`config.mk`:
```
export PLATFORM = sky130hd
export DESIGN_NAME = murmur2_hash_engine_top
export DESIGN_NICKNAME = d
export VERILOG_FILES = /design/src/rtl/mh2_pkg.sv /design/src/rtl/mh2_csr.sv /design/src/rtl/mh2_dp.sv /design/src/rtl/mh2_ctrl.sv /design/src/rtl/murmur2_hash_engine_top.sv
export SDC_FILE = /design/constraint.sdc
export NUM_CORES = 1
export LEC_CHECK = 0
export ABC_AREA = 1
export ABC_CLOCK_PERIOD_IN_PS = 27500
export BUFFER_PORTS_ARGS = -buffer_cell sky130_fd_sc_hd__buf_2
export CAP_MARGIN = 10
export CORE_MARGIN = 1
export CORE_UTILIZATION = 30
export DETAILED_ROUTE_END_ITERATION = 10
export GPL_ROUTABILITY_DRIVEN = 0
export HOLD_SLACK_MARGIN = 0.08
export SYNTH_ARGS = -nofsm -noshare
export SYNTH_HDL_FRONTEND = slang
export SYNTH_SLANG_ARGS = --single-unit
```
`constraint.sdc`:
```
create_clock -name clock -period 27.5 [get_ports clock]
set_input_delay 2.75 -clock clock [delete_from_list [all_inputs] [get_ports clock]]
set_output_delay 2.75 -clock clock [all_outputs]
set_load 0.01 [all_outputs]
```
`src/rtl/mh2_pkg.sv`:
```
// Shared types and constants for the MurmurHash2 engine.
package mh2_pkg;

   localparam logic [31:0] MIX_MUL   = 32'h5bd1e995;
   localparam int          MIX_SHIFT = 24;
   localparam int          AVA_SHIFT_A = 13;
   localparam int          AVA_SHIFT_B = 15;

   localparam int CSR_ADDR_W = 3;
   localparam int CSR_DATA_W = 32;

   // byte address of the seed register
   localparam logic [CSR_ADDR_W-1:0] CSR_SEED_ADDR = '0;

   // Datapath operation issued by the controller for one cycle.
   typedef enum logic [2:0] {
      OP_NONE,
      OP_K1,     // k = k * M
      OP_K2,     // k = (k ^ k >> 24) * M
      OP_HMIX,   // h = h * M ^ k
      OP_TAIL,   // h = (h ^ tail) * M
      OP_AVAL    // h = avalanche, result register loaded
   } mh2_op_type;

   typedef struct packed {
      logic       load;  // take a new beat into h/k
      mh2_op_type op;
   } mh2_cmd_type;

endpackage

```
`src/rtl/mh2_csr.sv`:
```
// APB-style configuration register block holding the seed.
module mh2_csr (
   input  logic                              clock,
   input  logic                              reset,
   input  logic                              csr_psel,
   input  logic                              csr_penable,
   input  logic                              csr_pwrite,
   input  logic [mh2_pkg::CSR_ADDR_W-1:0]    csr_paddr,
   input  logic [mh2_pkg::CSR_DATA_W-1:0]    csr_pwdata,
   output logic [mh2_pkg::CSR_DATA_W-1:0]    csr_prdata,
   output logic                              csr_pready,
   output logic [31:0]                       seed_value
);

   localparam logic REG_SEED = mh2_pkg::CSR_SEED_ADDR[2];

   logic [31:0] seed_ff;
   logic [31:0] seed_in;
   logic        wr_en;

   assign csr_pready = 1'b1;
   assign wr_en = csr_psel & csr_penable & csr_pwrite & csr_pready;

   always_comb begin
      seed_in = seed_ff;
      if (wr_en && csr_paddr[2] == REG_SEED) begin
         seed_in = csr_pwdata;
      end
   end

   always_ff @(posedge clock) begin
      if (reset) begin
         seed_ff <= '0;
      end else begin
         seed_ff <= seed_in;
      end
   end

   assign csr_prdata = (csr_paddr[2] == REG_SEED) ? seed_ff : '0;
   assign seed_value = seed_ff;

endmodule

```
`src/rtl/mh2_dp.sv`:
```
// Hash datapath: running hash, block word and one shared constant multiplier.
module mh2_dp (
   input  logic                 clock,
   input  logic                 reset,
   input  mh2_pkg::mh2_cmd_type cmd,
   input  logic [31:0]          data_word,
   input  logic [2:0]           byte_count,
   input  logic                 first_item,
   input  logic                 last_item,
   input  logic [31:0]          message_length,
   input  logic [31:0]          seed_value,
   output logic [31:0]          hash_value
);

   logic [31:0] h_ff, h_in;
   logic [31:0] k_ff, k_in;
   logic [31:0] hash_ff, hash_in;
   logic [31:0] mul_a;
   logic [31:0] prod;
   logic [31:0] ava;
   logic [31:0] tail_mask;

   // Bytes beyond the count are dropped for a short last beat.
   always_comb begin
      case (byte_count)
         3'd1:    tail_mask = 32'h0000_00ff;
         3'd2:    tail_mask = 32'h0000_ffff;
         3'd3:    tail_mask = 32'h00ff_ffff;
         default: tail_mask = 32'hffff_ffff;
      endcase
   end

   always_comb begin
      case (cmd.op)
         mh2_pkg::OP_K1:   mul_a = k_ff;
         mh2_pkg::OP_K2:   mul_a = k_ff ^ (k_ff >> mh2_pkg::MIX_SHIFT);
         mh2_pkg::OP_HMIX: mul_a = h_ff;
         mh2_pkg::OP_TAIL: mul_a = h_ff ^ k_ff;
         mh2_pkg::OP_AVAL: mul_a = h_ff ^ (h_ff >> mh2_pkg::AVA_SHIFT_A);
         default:          mul_a = h_ff;
      endcase
   end

   assign prod = mul_a * mh2_pkg::MIX_MUL;
   assign ava  = prod ^ (prod >> mh2_pkg::AVA_SHIFT_B);

   always_comb begin
      h_in    = h_ff;
      k_in    = k_ff;
      hash_in = hash_ff;
      if (cmd.load) begin
         if (first_item) begin
            h_in = seed_value ^ message_length;
         end
         k_in = last_item ? (data_word & tail_mask) : data_word;
      end
      case (cmd.op)
         mh2_pkg::OP_K1:   k_in = prod;
         mh2_pkg::OP_K2:   k_in = prod;
         mh2_pkg::OP_HMIX: h_in = prod ^ k_ff;
         mh2_pkg::OP_TAIL: h_in = prod;
         mh2_pkg::OP_AVAL: begin
            h_in    = ava;
            hash_in = ava;
         end
         default: ;
      endcase
   end

   always_ff @(posedge clock) begin
      if (reset) begin
         h_ff <= '0;
      end else begin
         h_ff <= h_in;
      end
      k_ff    <= k_in;
      hash_ff <= hash_in;
   end

   assign hash_value = hash_ff;

endmodule

```
`src/rtl/mh2_ctrl.sv`:
```
// Sequencer for the MurmurHash2 engine: beat intake, mix steps, result handoff.
module mh2_ctrl (
   input  logic                 clock,
   input  logic                 reset,
   input  logic                 req_tvalid,
   output logic                 req_tready,
   input  logic                 req_tlast,
   input  logic [2:0]           byte_count,
   output logic                 rsp_tvalid,
   input  logic                 rsp_tready,
   output mh2_pkg::mh2_cmd_type cmd
);

   typedef enum logic [2:0] {
      ST_IDLE,
      ST_K1,
      ST_K2,
      ST_HMIX,
      ST_TAIL,
      ST_AVAL
   } state_type;

   state_type state_ff, state_in;
   logic      last_ff, last_in;
   logic      out_valid_ff, out_valid_in;
   logic      req_accept;
   logic      slot_free;
   logic      full_block;
   logic      empty_last;

   assign req_tready = (state_ff == ST_IDLE);
   assign req_accept = req_tvalid & req_tready;
   assign slot_free  = !out_valid_ff || rsp_tready;
   assign full_block = !req_tlast || (byte_count >= 3'd4);
   assign empty_last = req_tlast && (byte_count == 3'd0);

   always_comb begin
      cmd.load = req_accept;
      case (state_ff)
         ST_K1:   cmd.op = mh2_pkg::OP_K1;
         ST_K2:   cmd.op = mh2_pkg::OP_K2;
         ST_HMIX: cmd.op = mh2_pkg::OP_HMIX;
         ST_TAIL: cmd.op = mh2_pkg::OP_TAIL;
         ST_AVAL: cmd.op = slot_free ? mh2_pkg::OP_AVAL : mh2_pkg::OP_NONE;
         default: cmd.op = mh2_pkg::OP_NONE;
      endcase
   end

   always_comb begin
      state_in     = state_ff;
      last_in      = last_ff;
      out_valid_in = out_valid_ff && !rsp_tready;
      case (state_ff)
         ST_IDLE: begin
            if (req_accept) begin
               last_in = req_tlast;
               if (full_block) begin
                  state_in = ST_K1;
               end else if (empty_last) begin
                  state_in = ST_AVAL;
               end else begin
                  state_in = ST_TAIL;
               end
            end
         end
         ST_K1:   state_in = ST_K2;
         ST_K2:   state_in = ST_HMIX;
         ST_HMIX: state_in = last_ff ? ST_AVAL : ST_IDLE;
         ST_TAIL: state_in = ST_AVAL;
         ST_AVAL: begin
            if (slot_free) begin
               out_valid_in = 1'b1;
               state_in     = ST_IDLE;
            end
         end
         default: state_in = ST_IDLE;
      endcase
   end

   always_ff @(posedge clock) begin
      if (reset) begin
         state_ff     <= ST_IDLE;
         last_ff      <= 1'b0;
         out_valid_ff <= 1'b0;
      end else begin
         state_ff     <= state_in;
         last_ff      <= last_in;
         out_valid_ff <= out_valid_in;
      end
   end

   assign rsp_tvalid = out_valid_ff;

   // A taken beat always starts at least one mix step.
   a_busy_after_accept: assert property (@(posedge clock) disable iff (reset)
      req_accept |=> !req_tready)
      else $error("ready right after an accepted beat");

   // A result only appears out of the avalanche step.
   a_result_from_aval: assert property (@(posedge clock) disable iff (reset)
      $rose(out_valid_ff) |-> $past(state_ff == ST_AVAL))
      else $error("result raised outside avalanche");

   // A blocked result slot holds the avalanche step back.
   a_aval_waits: assert property (@(posedge clock) disable iff (reset)
      (state_ff == ST_AVAL && out_valid_ff && !rsp_tready) |=> state_ff == ST_AVAL)
      else $error("avalanche overwrote a pending result");

endmodule

```
`src/rtl/murmur2_hash_engine_top.sv`:
```
// Top level of the streaming 32-bit MurmurHash2 engine.
//
//  channel  dir  handshake                fields
//  req_     in   req_tvalid/req_tready    tdata: word, count, length; tuser: first; tlast
//  rsp_     out  rsp_tvalid/rsp_tready    tdata: hash
//  csr_     in   APB psel/penable/pready  seed register at byte address 0
//
// Steps per beat after the accept: K1, K2 and HMIX for a full block, TAIL for a short
// tail, none for an empty last beat; a last beat adds the avalanche step. One constant
// multiplier is shared by all steps, so the multiplies run one after another.
// Reset (synchronous, active high) clears seed and running hash to zero.
// The result sits in an output register; the next beat is taken while it waits,
// and only a second avalanche stalls until the pending hash is taken.
module murmur2_hash_engine_top (
   input  logic                           clock,
   input  logic                           reset,
   // request stream
   input  logic                           req_tvalid,
   output logic                           req_tready,
   input  logic [71:0]                    req_tdata,  // [31:0] data_word, [34:32] byte_count,
                                                      // [66:35] message_length, [71:67] zero
   input  logic                           req_tuser,  // [0] first_item
   input  logic                           req_tlast,  // last_item
   // response stream
   output logic                           rsp_tvalid,
   input  logic                           rsp_tready,
   output logic [31:0]                    rsp_tdata,  // [31:0] hash_value
   // configuration
   input  logic                           csr_psel,
   input  logic                           csr_penable,
   input  logic                           csr_pwrite,
   input  logic [mh2_pkg::CSR_ADDR_W-1:0] csr_paddr,
   input  logic [mh2_pkg::CSR_DATA_W-1:0] csr_pwdata,
   output logic [mh2_pkg::CSR_DATA_W-1:0] csr_prdata,
   output logic                           csr_pready
);

   logic [31:0]          seed_value;
   mh2_pkg::mh2_cmd_type cmd;

   // beat fields
   logic [31:0] data_word;
   logic [2:0]  byte_count;
   logic [31:0] message_length;

   assign data_word      = req_tdata[31:0];
   assign byte_count     = req_tdata[34:32];
   assign message_length = req_tdata[66:35];

   mh2_csr u_csr (
      .clock       (clock),
      .reset       (reset),
      .csr_psel    (csr_psel),
      .csr_penable (csr_penable),
      .csr_pwrite  (csr_pwrite),
      .csr_paddr   (csr_paddr),
      .csr_pwdata  (csr_pwdata),
      .csr_prdata  (csr_prdata),
      .csr_pready  (csr_pready),
      .seed_value  (seed_value)
   );

   // sequencer: decides the step order per beat and owns the result valid
   mh2_ctrl u_ctrl (
      .clock      (clock),
      .reset      (reset),
      .req_tvalid (req_tvalid),
      .req_tready (req_tready),
      .req_tlast  (req_tlast),
      .byte_count (byte_count),
      .rsp_tvalid (rsp_tvalid),
      .rsp_tready (rsp_tready),
      .cmd        (cmd)
   );

   // datapath: running hash persists across beats (non-first beats continue it)
   mh2_dp u_dp (
      .clock          (clock),
      .reset          (reset),
      .cmd            (cmd),
      .data_word      (data_word),
      .byte_count     (byte_count),
      .first_item     (req_tuser),
      .last_item      (req_tlast),
      .message_length (message_length),
      .seed_value     (seed_value),
      .hash_value     (rsp_tdata)
   );

endmodule
```
==> flow_summary.yaml <==
run_status:
  outcome: "complete, no violations"
sta:
  rsz0062_at_grt: "no"
  slew_headroom: 0.241
  setup_viol: 0
  fmax_ghz: 0.0863
  slew_violations: 0
  hold_ws_ns: 0.483
  setup_slack_ns: 15.91
  finalHoldViolations: 0
  finalCritPeriodShare: 0.421
  fin_crit_ns: 11.59
  tightestPinTransition_ns: 1.13
  finalSetupTns_ns: 0
  fin_skew_ns: 0.0110
cts:
  ctsHoldBuffers: 0
  clock-root-buffer: "clkbuf_16"
  clkTransAtPathRegs_ns: 0.06
  cts_setup_buffers: 0
  clkLatencyLatePin_ns: 0.44
  clock_sinks: 133
  cts_buffer_depth: 2
  numCtsBuffers: 17
  htreeDepth: 4
  cts_resized: 0
  cts_tree: "yes"
global_route:
  grt_usage: 0.188
  grt_pass1_wl_mm: 84.3
  overflow: 0
  antenna_found_initial: 3
  first_global_vias: 14300
  grt_max_degree: 69
routing:
  routed_wl_mm: 54.2
  drc: 0
  dr.pass1.iters: 6
  ant_nets: 0
  vias_per_cell: 4.74
  wl_per_cell_um: 17.6
  drtIter0Drc: 1193
  vias: 14600
min_path:
  hold_path_depth: 2
  worstHoldStart: "u_csr.seed_value[4]"
  worstHoldPathType: "flop to flop"
  min_to: "u_csr.seed_value[4]"
placement:
  dp_hpwl_mm: 42.8
  port_buffers: 174
  dp_slack_ns: 15.67
  dpl_cell_area_um2: 19000
logic_synthesis:
  ys_warn_count: 0
  synth_area_um2: 17300
  synth_edf_count: 64
  seq_area_frac_synth: 0.191
  ys_types: 55
  ys_ff_latch: 133
  async_reset_ff_frac: 0
  syn_inst: 2167
  ys.flop_type: "dfxtp_1"
  syn-num-nets: 2678
  syn_avg_cell_area_um2: 7.99
setup_path:
  reg2reg_from: "u_ctrl.state_ff[2]"
  cp.required_ns: 27.83
  startpoint_type: "input port"
  critPathKind: "input port to flop"
  r2r-end: "u_dp.h_ff[8]"
  critPathArrivalTime_ns: 11.91
  worst-path-max-fanout: 33
  crit_path_top_delay_cell: "o21ai_0"
  cp_common_cell: "inv_1"
  rrSetupSlack_ns: 17.40
  worstSetupEndpointType: "flop"
  reg2regPathDepth: 29
  cpPeakStageDelay_ns: 0.94
layout:
  multi_input_area_um2: 11600
  area_growth_pct: 13.0
  regArea_um2: 3300
  nFillCells: 6027
  final_area_um2: 19600
  fin_nets: 2827
  diodes: 0
  drive_gt1_frac: 0.115
floorplan:
  die_h_um: 242
  core_area_um2: 56700
  die-area_um2: 58700
  die_width_um: 242
  start_util: 0.305
  io_pins: 183
  row_count: 87
flow_run:
  drv_cap: 0
[metrics by stage]
step                cells  utilization
global placement     3053        0.335
detailed placement   3053        0.335
finish               3085        0.345
CTS                  3085        0.345
global route         3085        0.345
floorplan            2167            -
[critical path, delay by kind of cell]
family	cells	cell delay, ns
compound gates	4	1.61
xor+xnor	2	1.08
fa+ha+maj	9	4.16
buf+inv	8	1.05
simple gates	6	1.22
[registers in the layout, indices dropped and copies added (netlist names)]
register	flops
u_csr.seed_value	32
u_ctrl.last_ff	1
u_ctrl.rsp_tvalid	1
u_ctrl.state_ff	3
u_dp.h_ff	32
u_dp.hash_value	32
u_dp.k_ff	32
[metal layers]
metal  share of wire  GRT usage  routed length (um)
met4           0.028     0.0629                1510
met3           0.080     0.0325                4350
met2            0.46      0.311               25200
met1            0.43      0.246               23200
met5         0.00042          0                  23
[placed cells by master (no fill, tap or decap), drive strengths merged, types with 14 or more instances in the layout]
cell type and n:
inv 573, nand2 304, ha 215, buf 191, fa 180, o21ai 153
nand3 109, a21oi 107, nor2 97, dfxtp 69, edfxtp 64, xor2 59
xnor2 33, o211ai 21, clkbuf 19, or2 15, o2111ai 14
[how the worst max path moves through the flow]
stage / slack, ns / start / end
detailed placement: 15.67 / rsp_tready / u_dp.h_ff[8]
global placement: 15.68 / rsp_tready / u_dp.h_ff[9]
floorplan: 16.36 / rsp_tready / u_dp.hash_value[16]
global route: 15.59 / rsp_tready / u_dp.h_ff[28]
finish: 15.91 / rsp_tready / u_dp.h_ff[8]
CTS: 16.10 / rsp_tready / u_dp.h_ff[8]
[kinds of logic after synthesis]
kind of cell	share of synthesized area
xor gates and xnor gates	0.0470
adders and majority gates	0.364
buffers and inverters	0.141
AOI/OAI and AO/OA	0.116
DFF	0.191
other	0.000217
and+or+nand+nor	0.142
[layout make-up]
cell class | count | share of cell area
Timing Repair Buffer | 191 | 0.0511
Clock buffer | 19 | 0.0221
Multi-Input combinational cell | 1399 | 0.592
Inverter | 574 | 0.110
Clock inverter | 13 | 0.00685
Tap cell | 756 | 0.0484
Sequential cell | 133 | 0.169
[cell usage after synthesis (4+ instances only)]
| library cell | count | area (um^2) |
|---|---|---|
| o21ai_1 | 4 | 20.0 |
| o21bai_1 | 7 | 52.6 |
| o2111ai_1 | 14 | 123 |
| nor3_1 | 6 | 30.0 |
| nand2_1 | 294 | 1100 |
| ha_1 | 215 | 2690 |
| nand3b_1 | 8 | 60.1 |
| inv_2 | 6 | 22.5 |
| xnor2_1 | 33 | 289 |
| o22ai_1 | 11 | 68.8 |
| xor2_1 | 58 | 508 |
| nor2_1 | 93 | 349 |
| buf_6 | 4 | 45.0 |
| inv_1 | 566 | 2120 |
| o211ai_1 | 21 | 158 |
| o221ai_1 | 9 | 78.8 |
| a31oi_1 | 8 | 50.1 |
| clkbuf_1 | 44 | 165 |
| or2_2 | 15 | 93.8 |
| and2_1 | 8 | 50.1 |
| fa_1 | 180 | 3600 |
| nand2_2 | 8 | 50.1 |
| buf_2 | 8 | 40.0 |
| a21oi_1 | 105 | 526 |
| edfxtp_1 | 64 | 1920 |
| dfxtp_1 | 69 | 1380 |
| nand3_1 | 105 | 526 |
| o21ai_0 | 148 | 741 |
| nand4_1 | 11 | 68.8 |
Power is not shown: default switching activity piles up to over one toggle a cycle in this logic, so the estimate is an artifact.
